`src/hw/rtl/igc_pkg.sv`:
```
// Shared types and constants for the gated IoU box cost pipeline.
package igc_pkg;

  localparam int unsigned COORD_W = 16;
  localparam int unsigned SIZE_W  = 15;
  localparam int unsigned AREA_W  = 2 * SIZE_W;
  localparam int unsigned UNI_W   = AREA_W + 1;
  localparam int unsigned Q_W     = 16;
  localparam int unsigned FRAC_W  = 15;
  localparam int unsigned NUM_W   = UNI_W + Q_W;

  localparam logic [Q_W-1:0] COST_ONE = 16'h8000;
  localparam logic [Q_W-1:0] COST_INF = 16'hFFFF;

  typedef struct packed {
    logic signed [COORD_W-1:0] track_x;
    logic signed [COORD_W-1:0] track_y;
    logic [SIZE_W-1:0]         track_w;
    logic [SIZE_W-1:0]         track_h;
    logic                      track_stale;
    logic signed [COORD_W-1:0] det_x;
    logic signed [COORD_W-1:0] det_y;
    logic [SIZE_W-1:0]         det_w;
    logic [SIZE_W-1:0]         det_h;
    logic                      row_end;
  } pair_t;

  typedef struct packed {
    logic [Q_W-1:0] cost;
    logic           gated;
    logic           row_last;
  } res_t;

  // Flags that ride alongside the arithmetic.
  typedef struct packed {
    logic stale;
    logic last;
  } side_t;

  // Dividend, divisor and flags handed from geometry to the divider.
  typedef struct packed {
    logic [NUM_W-1:0] num;
    logic [UNI_W-1:0] den;
    logic             zero;
    side_t            side;
  } div_in_t;

  typedef struct packed {
    logic [Q_W-1:0] q;
    logic           zero;
    side_t          side;
  } div_out_t;

  // One stage of the restoring divider.
  typedef struct packed {
    logic [UNI_W-1:0] rem;
    logic [Q_W-1:0]   num_lo;
    logic [Q_W-1:0]   q;
    logic [UNI_W-1:0] den;
    logic             zero;
    side_t            side;
  } div_stage_t;

endpackage

```
`src/hw/rtl/igc_geom.sv`:
```
// Box geometry pipeline: overlap edges, areas, intersection, union, dividend.
module igc_geom (
  input  logic             clk,
  input  logic             rst,
  input  igc_pkg::pair_t   pair,
  input  logic             pair_valid,
  output logic             pair_ready,
  output igc_pkg::div_in_t dout,
  output logic             dout_valid,
  input  logic             dout_ready
);
  import igc_pkg::*;

  localparam int unsigned NSTG = 5;

  logic [NSTG-1:0] vld;
  logic [NSTG-1:0] rdy;

  // stage 0: overlap edges
  logic signed [COORD_W-1:0] s0_l, s0_t;
  logic signed [COORD_W:0]   s0_r, s0_b;
  logic [SIZE_W-1:0]         s0_tw, s0_th, s0_dw, s0_dh;
  side_t                     s0_side;
  // stage 1: clamped overlap sizes and box areas
  logic [SIZE_W-1:0]         s1_iw, s1_ih;
  logic [AREA_W-1:0]         s1_at, s1_ad;
  side_t                     s1_side;
  // stage 2: intersection and area sum
  logic [AREA_W-1:0]         s2_inter;
  logic [UNI_W-1:0]          s2_asum;
  side_t                     s2_side;
  // stage 3: union
  logic [AREA_W-1:0]         s3_inter;
  logic [UNI_W-1:0]          s3_uni;
  side_t                     s3_side;

  logic signed [COORD_W:0]   tr_r, dt_r, tr_b, dt_b;
  logic signed [COORD_W+1:0] iw_full, ih_full;

  always_comb begin
    rdy[NSTG-1] = !vld[NSTG-1] || dout_ready;
    for (int k = NSTG - 2; k >= 0; k--) begin
      rdy[k] = !vld[k] || rdy[k+1];
    end
  end

  assign pair_ready = rdy[0];
  assign dout_valid = vld[NSTG-1];

  always_ff @(posedge clk) begin
    if (rst) begin
      vld <= '0;
    end else begin
      if (rdy[0]) begin
        vld[0] <= pair_valid;
      end
      for (int k = 1; k < NSTG; k++) begin
        if (rdy[k]) begin
          vld[k] <= vld[k-1];
        end
      end
    end
  end

  always_comb begin
    tr_r = $signed({pair.track_x[COORD_W-1], pair.track_x}) + $signed({2'b00, pair.track_w});
    dt_r = $signed({pair.det_x[COORD_W-1], pair.det_x}) + $signed({2'b00, pair.det_w});
    tr_b = $signed({pair.track_y[COORD_W-1], pair.track_y}) + $signed({2'b00, pair.track_h});
    dt_b = $signed({pair.det_y[COORD_W-1], pair.det_y}) + $signed({2'b00, pair.det_h});
  end

  always_ff @(posedge clk) begin
    if (rdy[0]) begin
      s0_l    <= (pair.track_x > pair.det_x) ? pair.track_x : pair.det_x;
      s0_t    <= (pair.track_y > pair.det_y) ? pair.track_y : pair.det_y;
      s0_r    <= (tr_r < dt_r) ? tr_r : dt_r;
      s0_b    <= (tr_b < dt_b) ? tr_b : dt_b;
      s0_tw   <= pair.track_w;
      s0_th   <= pair.track_h;
      s0_dw   <= pair.det_w;
      s0_dh   <= pair.det_h;
      s0_side <= '{stale: pair.track_stale, last: pair.row_end};
    end
  end

  // A positive overlap never exceeds the smaller box size, so 15 bits hold it.
  always_comb begin
    iw_full = $signed({s0_r[COORD_W], s0_r}) - $signed({{2{s0_l[COORD_W-1]}}, s0_l});
    ih_full = $signed({s0_b[COORD_W], s0_b}) - $signed({{2{s0_t[COORD_W-1]}}, s0_t});
  end

  always_ff @(posedge clk) begin
    if (rdy[1]) begin
      s1_iw   <= iw_full[COORD_W+1] ? '0 : iw_full[SIZE_W-1:0];
      s1_ih   <= ih_full[COORD_W+1] ? '0 : ih_full[SIZE_W-1:0];
      s1_at   <= AREA_W'(s0_tw) * AREA_W'(s0_th);
      s1_ad   <= AREA_W'(s0_dw) * AREA_W'(s0_dh);
      s1_side <= s0_side;
    end
  end

  always_ff @(posedge clk) begin
    if (rdy[2]) begin
      s2_inter <= AREA_W'(s1_iw) * AREA_W'(s1_ih);
      s2_asum  <= {1'b0, s1_at} + {1'b0, s1_ad};
      s2_side  <= s1_side;
    end
  end

  always_ff @(posedge clk) begin
    if (rdy[3]) begin
      s3_inter <= s2_inter;
      s3_uni   <= s2_asum - {1'b0, s2_inter};
      s3_side  <= s2_side;
    end
  end

  // Dividend is inter * 2^15 plus half the union, for round half up.
  always_ff @(posedge clk) begin
    if (rdy[4]) begin
      dout.num  <= {2'b00, s3_inter, {FRAC_W{1'b0}}}
                 + {{(NUM_W-UNI_W+1){1'b0}}, s3_uni[UNI_W-1:1]};
      dout.den  <= s3_uni;
      dout.zero <= (s3_uni == '0);
      dout.side <= s3_side;
    end
  end

endmodule

```
`src/hw/rtl/igc_div.sv`:
```
// Restoring divider, one quotient bit per pipeline stage.
module igc_div (
  input  logic              clk,
  input  logic              rst,
  input  igc_pkg::div_in_t  din,
  input  logic              din_valid,
  output logic              din_ready,
  output igc_pkg::div_out_t dout,
  output logic              dout_valid,
  input  logic              dout_ready
);
  import igc_pkg::*;

  logic [Q_W-1:0] vld;
  logic [Q_W-1:0] rdy;
  div_stage_t     stg [Q_W];
  div_stage_t     head;

  always_comb begin
    rdy[Q_W-1] = !vld[Q_W-1] || dout_ready;
    for (int k = Q_W - 2; k >= 0; k--) begin
      rdy[k] = !vld[k] || rdy[k+1];
    end
  end

  assign din_ready  = rdy[0];
  assign dout_valid = vld[Q_W-1];

  always_ff @(posedge clk) begin
    if (rst) begin
      vld <= '0;
    end else begin
      if (rdy[0]) begin
        vld[0] <= din_valid;
      end
      for (int k = 1; k < Q_W; k++) begin
        if (rdy[k]) begin
          vld[k] <= vld[k-1];
        end
      end
    end
  end

  // The quotient fits 16 bits, so the top of the dividend is below the divisor.
  always_comb begin
    head.rem    = din.num[NUM_W-1:Q_W];
    head.num_lo = din.num[Q_W-1:0];
    head.q      = '0;
    head.den    = din.den;
    head.zero   = din.zero;
    head.side   = din.side;
  end

  for (genvar k = 0; k < Q_W; k++) begin : g_stage
    div_stage_t       prev;
    logic [UNI_W:0]   trial;
    logic             ge;

    if (k == 0) begin : g_first
      assign prev = head;
    end else begin : g_rest
      assign prev = stg[k-1];
    end

    always_comb begin
      trial = {prev.rem, prev.num_lo[Q_W-1]};
      ge    = (trial >= {1'b0, prev.den});
    end

    always_ff @(posedge clk) begin
      if (rdy[k]) begin
        stg[k].rem    <= ge ? UNI_W'(trial - {1'b0, prev.den}) : trial[UNI_W-1:0];
        stg[k].num_lo <= {prev.num_lo[Q_W-2:0], 1'b0};
        stg[k].q      <= {prev.q[Q_W-2:0], ge};
        stg[k].den    <= prev.den;
        stg[k].zero   <= prev.zero;
        stg[k].side   <= prev.side;
      end
    end
  end

  always_comb begin
    dout.q    = stg[Q_W-1].q;
    dout.zero = stg[Q_W-1].zero;
    dout.side = stg[Q_W-1].side;
  end

endmodule

```
`src/hw/rtl/iou_gated_cost.sv`:
```
// Top level of the gated IoU box cost pipeline.
//
// Usage: present one track box and one detection box per beat on the pair
// channel (pair_valid / pair_ready, payload pair). Each accepted beat yields
// exactly one beat on the res channel (res_valid / res_ready, payload res)
// holding cost = 1 - IoU in Q1.15 (0x8000 is 1.0), the gated flag and row_last.
// A stale track gives cost 0xFFFF with gated set; a pair whose boxes both have
// zero area gives 0x8000.
// Pipeline: five geometry stages, sixteen divider stages (one quotient
// bit each) and the output register lie between acceptance and res_valid.
// Throughput: one pair per cycle while the res channel does not stall, set
// by the one-bit-per-stage divider.
// Stalls: each stage holds its beat only when the stage after it is full and
// blocked, so bubbles close up and new pairs are still taken while a result
// waits at the output. Nothing is dropped or repeated.
// Reset (rst, synchronous, active high) empties every stage; payload
// registers are not cleared.
module iou_gated_cost (
  input  logic           clk,
  input  logic           rst,
  input  igc_pkg::pair_t pair,
  input  logic           pair_valid,
  output logic           pair_ready,
  output igc_pkg::res_t  res,
  output logic           res_valid,
  input  logic           res_ready
);
  import igc_pkg::*;

  div_in_t  geo_out;
  logic     geo_valid;
  logic     geo_ready;
  div_out_t div_out;
  logic     div_valid;
  logic     div_ready;
  logic     out_ready;
  logic [Q_W-1:0] q_sat;

  // Geometry: edges, areas, intersection, union and dividend.
  igc_geom u_geom (
    .clk        (clk),
    .rst        (rst),
    .pair       (pair),
    .pair_valid (pair_valid),
    .pair_ready (pair_ready),
    .dout       (geo_out),
    .dout_valid (geo_valid),
    .dout_ready (geo_ready)
  );

  // Divider: rounded IoU quotient in Q1.15.
  igc_div u_div (
    .clk        (clk),
    .rst        (rst),
    .din        (geo_out),
    .din_valid  (geo_valid),
    .din_ready  (geo_ready),
    .dout       (div_out),
    .dout_valid (div_valid),
    .dout_ready (div_ready)
  );

  assign out_ready = !res_valid || res_ready;
  assign div_ready = out_ready;

  // Saturate the quotient at 1.0; intersection never exceeds union anyway.
  assign q_sat = (div_out.q > COST_ONE) ? COST_ONE : div_out.q;

  always_ff @(posedge clk) begin
    if (rst) begin
      res_valid <= 1'b0;
    end else if (out_ready) begin
      res_valid <= div_valid;
    end
  end

  // Format the result: stale tracks gate to infinity, empty union costs 1.0.
  always_ff @(posedge clk) begin
    if (out_ready) begin
      res.row_last <= div_out.side.last;
      res.gated    <= div_out.side.stale;
      if (div_out.side.stale) begin
        res.cost <= COST_INF;
      end else if (div_out.zero) begin
        res.cost <= COST_ONE;
      end else begin
        res.cost <= COST_ONE - q_sat;
      end
    end
  end

endmodule

```
`config.mk`:
```
export PLATFORM = sky130hd
export DESIGN_NAME = iou_gated_cost
export DESIGN_NICKNAME = d
export VERILOG_FILES = /design/src/hw/rtl/igc_pkg.sv /design/src/hw/rtl/igc_geom.sv /design/src/hw/rtl/igc_div.sv /design/src/hw/rtl/iou_gated_cost.sv
export SDC_FILE = /design/constraint.sdc
export NUM_CORES = 2
export LEC_CHECK = 0
export BUFFER_PORTS_ARGS = -buffer_cell sky130_fd_sc_hd__buf_2
export CORE_MARGIN = 8
export CORE_UTILIZATION = 59
export DETAILED_ROUTE_END_ITERATION = 10
export PLACE_DENSITY = 0.77
export SLEW_MARGIN = 15
export SYNTH_ARGS = -nofsm -noshare
export SYNTH_HDL_FRONTEND = slang
export SYNTH_HIERARCHICAL = 1
export SYNTH_SLANG_ARGS = --single-unit
```
`constraint.sdc`:
```
create_clock -name clk -period 18.8 [get_ports clk]
set_input_delay 2.82 -clock clk [delete_from_list [all_inputs] [get_ports clk]]
set_output_delay 2.82 -clock clk [all_outputs]
set_load 0.02 [all_outputs]
```
==> metrics.md <==
| Metric | Value |
|---|---|
| Die area | `between 200000 and 250000 µm²` |
| PortBufs | `149` |
| RePlAce Congestion | `between 0.9 and 1` |
| Worst-skew pair later-pin latency | `0.82 ns` |
| Initial DRC Count | `7042` |
| Inserted Clock Buffers | `176` |
| Relative slew slack | `a little over an eighth` |
| Worst Path Max Fanout | `between 40 and 50` |
| Path type of the worst setup path | `input port to output pin` |
| Placed cell area | `~120000 µm²` |
| DR vias/cell | `5.90` |
| Vias | `just under 80000` |
| Count of hold-fix buffers inserted at cts | `0` |
| Synth top area share | `43.2%` |
| Mapped Cells | `10597` |
| Worst Max-Slew Pin Slew | `between 1 and 1.5 ns` |
| Buf+Inv Stages, Crit Path | `3` |
| Core ar. | `195000 µm²` |
| Total gr overflow | `0` |
| Total negative slack | `0 ns` |
| Max incr delay on CP | `0.82 ns` |
| Largest net degree at the start of global routing | `83` |
| Post-synthesis sequential area ratio | `43.6%` |
| Commonest non-fill, non-tap cells in the layout | `edfxtp_1 (1663), inv_1 (1418), ha_1 (1012)` |
| Ys Warns | `6` |
| Slowest CP cell | `nor2_1` |
| Final WL | `277 mm` |
| Global-route wire length before repair | `433 mm` |
| Post-synth top area cell | `edfxtp_1` |
| Share of post-route cells with drive strength above 1 | `7.64%` |
| Post-synth EDFFs | `~1700` |
| I/O pin count | `150` |
| Post-Syn Nets | `12264` |
| Synth cell types | `115` |
| Mapped Area | `116000 µm²` |
| Worst hold path class | `flop to flop` |
| Clock tree buffer depth | `3` |
| Max Cap Violations | `0` |
| Root Driver | `clkbuf_16` |
| Synth area leaders | `edfxtp_1 (43%), ha_1 (11%), fa_1 (9.1%)` |
| Ys flop type | `edfxtp_1` |
| H-tree depth | `4` |
| CP Data Required Time | `15.98 ns` |
| Nets | `roughly 12000` |
| Initial Util | `roughly three fifths` |
| Area grow syn2layout | `7.98%` |
| Delay-heaviest family, CP | `simple AND/OR/NAND/NOR gates` |
| RSZ-0062 raised after global routing | `false` |
| Cell area after layout | `125000 µm²` |
| Fin. Hold Viols | `0` |
| CP arrival | `9.50 ns` |
| Yosys reg bits | `1685` |
| TritonCTS clock tree | `done` |
| CP dominant cell by count | `and3_1` |
| Die X | `459 µm` |
| Syn Area/Cell | `10.9 µm²` |
| Detailed Place HPWL | `218 mm` |
| Status | `complete, no violations` |
| Fillers | `approximately 15000` |
| Commonest non-fill, non-tap cell in the layout | `edfxtp_1` |
| Routed Antenna Nets | `0` |
| Crit path time final | `12.32 ns` |
| WL/cell | `20.6 µm` |
| Rows | `162` |
| Critical Path Start Type | `input port` |
| DRC violations left | `0` |
| Vias in the first global route | `between 70000 and 80000` |
| Antenna violations before repair | `13` |
| Placed Cells | `13126` |
| Overall Global Routing Usage | `around 26%` |
| Die height | `459 µm` |
| Pre-antenna DRT Iters | `8` |
| Final setup fails | `0` |
| Setup bufs post-CTS | `0` |
| PostCTS Resize Cnt | `0` |
| Max Slew Vio Count | `0` |
| Clk sinks | `1685` |
| Fin cells | `13459` |
| Clock transition at path regs | `0.06 ns` |
| Crit. End Element | `output pin` |
| Worst-path cell chain | `buf_2, nand2b_1, nor2b_1, inv_1, nor2_1, and2_1, and3_1, and3_1, nand3_4, nor2_1, nand4_1, nor2b_1, and3_1, nand3_4, buf_2` |
| Async SR Flop Fraction | `0%` |
| Fmax | `81.2 MHz` |
| Period utilization | `65.5%` |
| WHS | `0.408 ns` |
| Final clock skew | `0.0472 ns` |
-- state kept, by name (all words and copies together), names as in the netlist, 16 cells and up --
| register | cells |
|---|---|
| u_div/stg | 1234 |
| u_geom/dout | 65 |
| u_geom/s2_asum | 31 |
| u_geom/s3_uni | 31 |
| u_geom/s1_ad | 30 |
| u_geom/s1_at | 30 |
| u_geom/s2_inter | 30 |
| u_geom/s3_inter | 30 |
| res | 18 |
| u_geom/s0_b | 17 |
| u_geom/s0_r | 17 |
| u_div/vld | 16 |
| u_geom/s0_l | 16 |
| u_geom/s0_t | 16 |
-- synthesized netlist by cell type, types with 31 or more instances --
| cell | number |
|---|---|
| nand3_1 | 130 |
| o21bai_1 | 92 |
| and2_1 | 424 |
| nand2b_1 | 110 |
| a21o_1 | 340 |
| a31oi_1 | 78 |
| mux2i_1 | 40 |
| nor2b_1 | 119 |
| ha_1 | 1012 |
| nor2_1 | 498 |
| nand2_1 | 780 |
| and3_1 | 71 |
| a211oi_1 | 43 |
| o21ai_0 | 499 |
| a21boi_0 | 32 |
| nor4_1 | 31 |
| fa_1 | 525 |
| inv_1 | 1426 |
| xnor2_1 | 384 |
| o211ai_1 | 36 |
| edfxtp_1 | 1663 |
| nor3_1 | 112 |
| xor2_1 | 223 |
| clkbuf_1 | 213 |
| o21a_1 | 129 |
| nand4_1 | 104 |
| mux2_2 | 200 |
| o31ai_1 | 34 |
| a21oi_1 | 667 |
| buf_2 | 42 |
-- per-stage QoR --
stage | setup slack [ns] | util [%]
after floorplan | 1.52 | -
after global placement | 6.65 | 61.1
after detailed placement | 6.53 | 61.1
after CTS | 6.48 | 64.1
after global routing | 6.04 | 64.1
final | 6.48 | 64.1
-- cell families (layout without fill, tap and decap cells) --
family / after synthesis / count (layout) / share of synthesized area, %
AOI/OAI and AO/OA: 2305 / 2305 / 13.0
and+or+nand+nor: 2489 / 2489 / 10.6
xor gates and xnor gates: 607 / 607 / 4.60
muxes: 263 / 263 / 2.59
other: 1 / 5 / 0.00324
adders and majority gates: 1537 / 1537 / 20.0
DFF: 1685 / 1685 / 43.6
buffers and inverters: 1710 / 1944 / 5.70
-- per-layer routing --
| metal | vias to the layer above | global-route usage [%] | wire length, µm |
|---|---|---|---|
| met4 | 2 | 7.98 | 9030 |
| met3 | 513 | 3.82 | 19000 |
| met5 | - | 0 | 10 |
| met1 | 38645 | 34.9 | 118000 |
| met2 | 2825 | 43.0 | 131000 |
| li1 | 37402 | - | - |
-- final timing paths --
path,startpoint,endpoint,slack [ns],depth (start not counted)
setup / recovery,res_ready,pair_ready,6.48,15
hold / removal,u_div/stg[6][59]$_DFFE_PP_,u_div/stg[7][60]$_DFFE_PP_,0.41,0
setup reg to reg,res_valid$_SDFFE_PP0P_,u_geom/s0_dw[13]$_DFFE_PP_,11.00,15
hold reg to reg,u_div/stg[6][59]$_DFFE_PP_,u_div/stg[7][60]$_DFFE_PP_,0.41,0
-- final cells by class --
type	instances	area, µm²	area share, %
clock inverters	118	1150	0.924
diodes	4	10.0	0.00801
multi-input cells	7202	59000	47.2
repair buffers	188	1060	0.847
well taps	2624	3280	2.63
clock buffers	210	4700	3.76
flip-flops and latches	1685	50400	40.3
inverters	1428	5360	4.29
-- worst register-to-register path, delay by kind of cell, from the launching register on --
family        cells  cell delay, ns
buf+inv           3            1.44
simple gates     12            5.67
flops             1            0.33
Power is not shown: default switching activity piles up to over one toggle a cycle in this logic, so the estimate is an artifact.
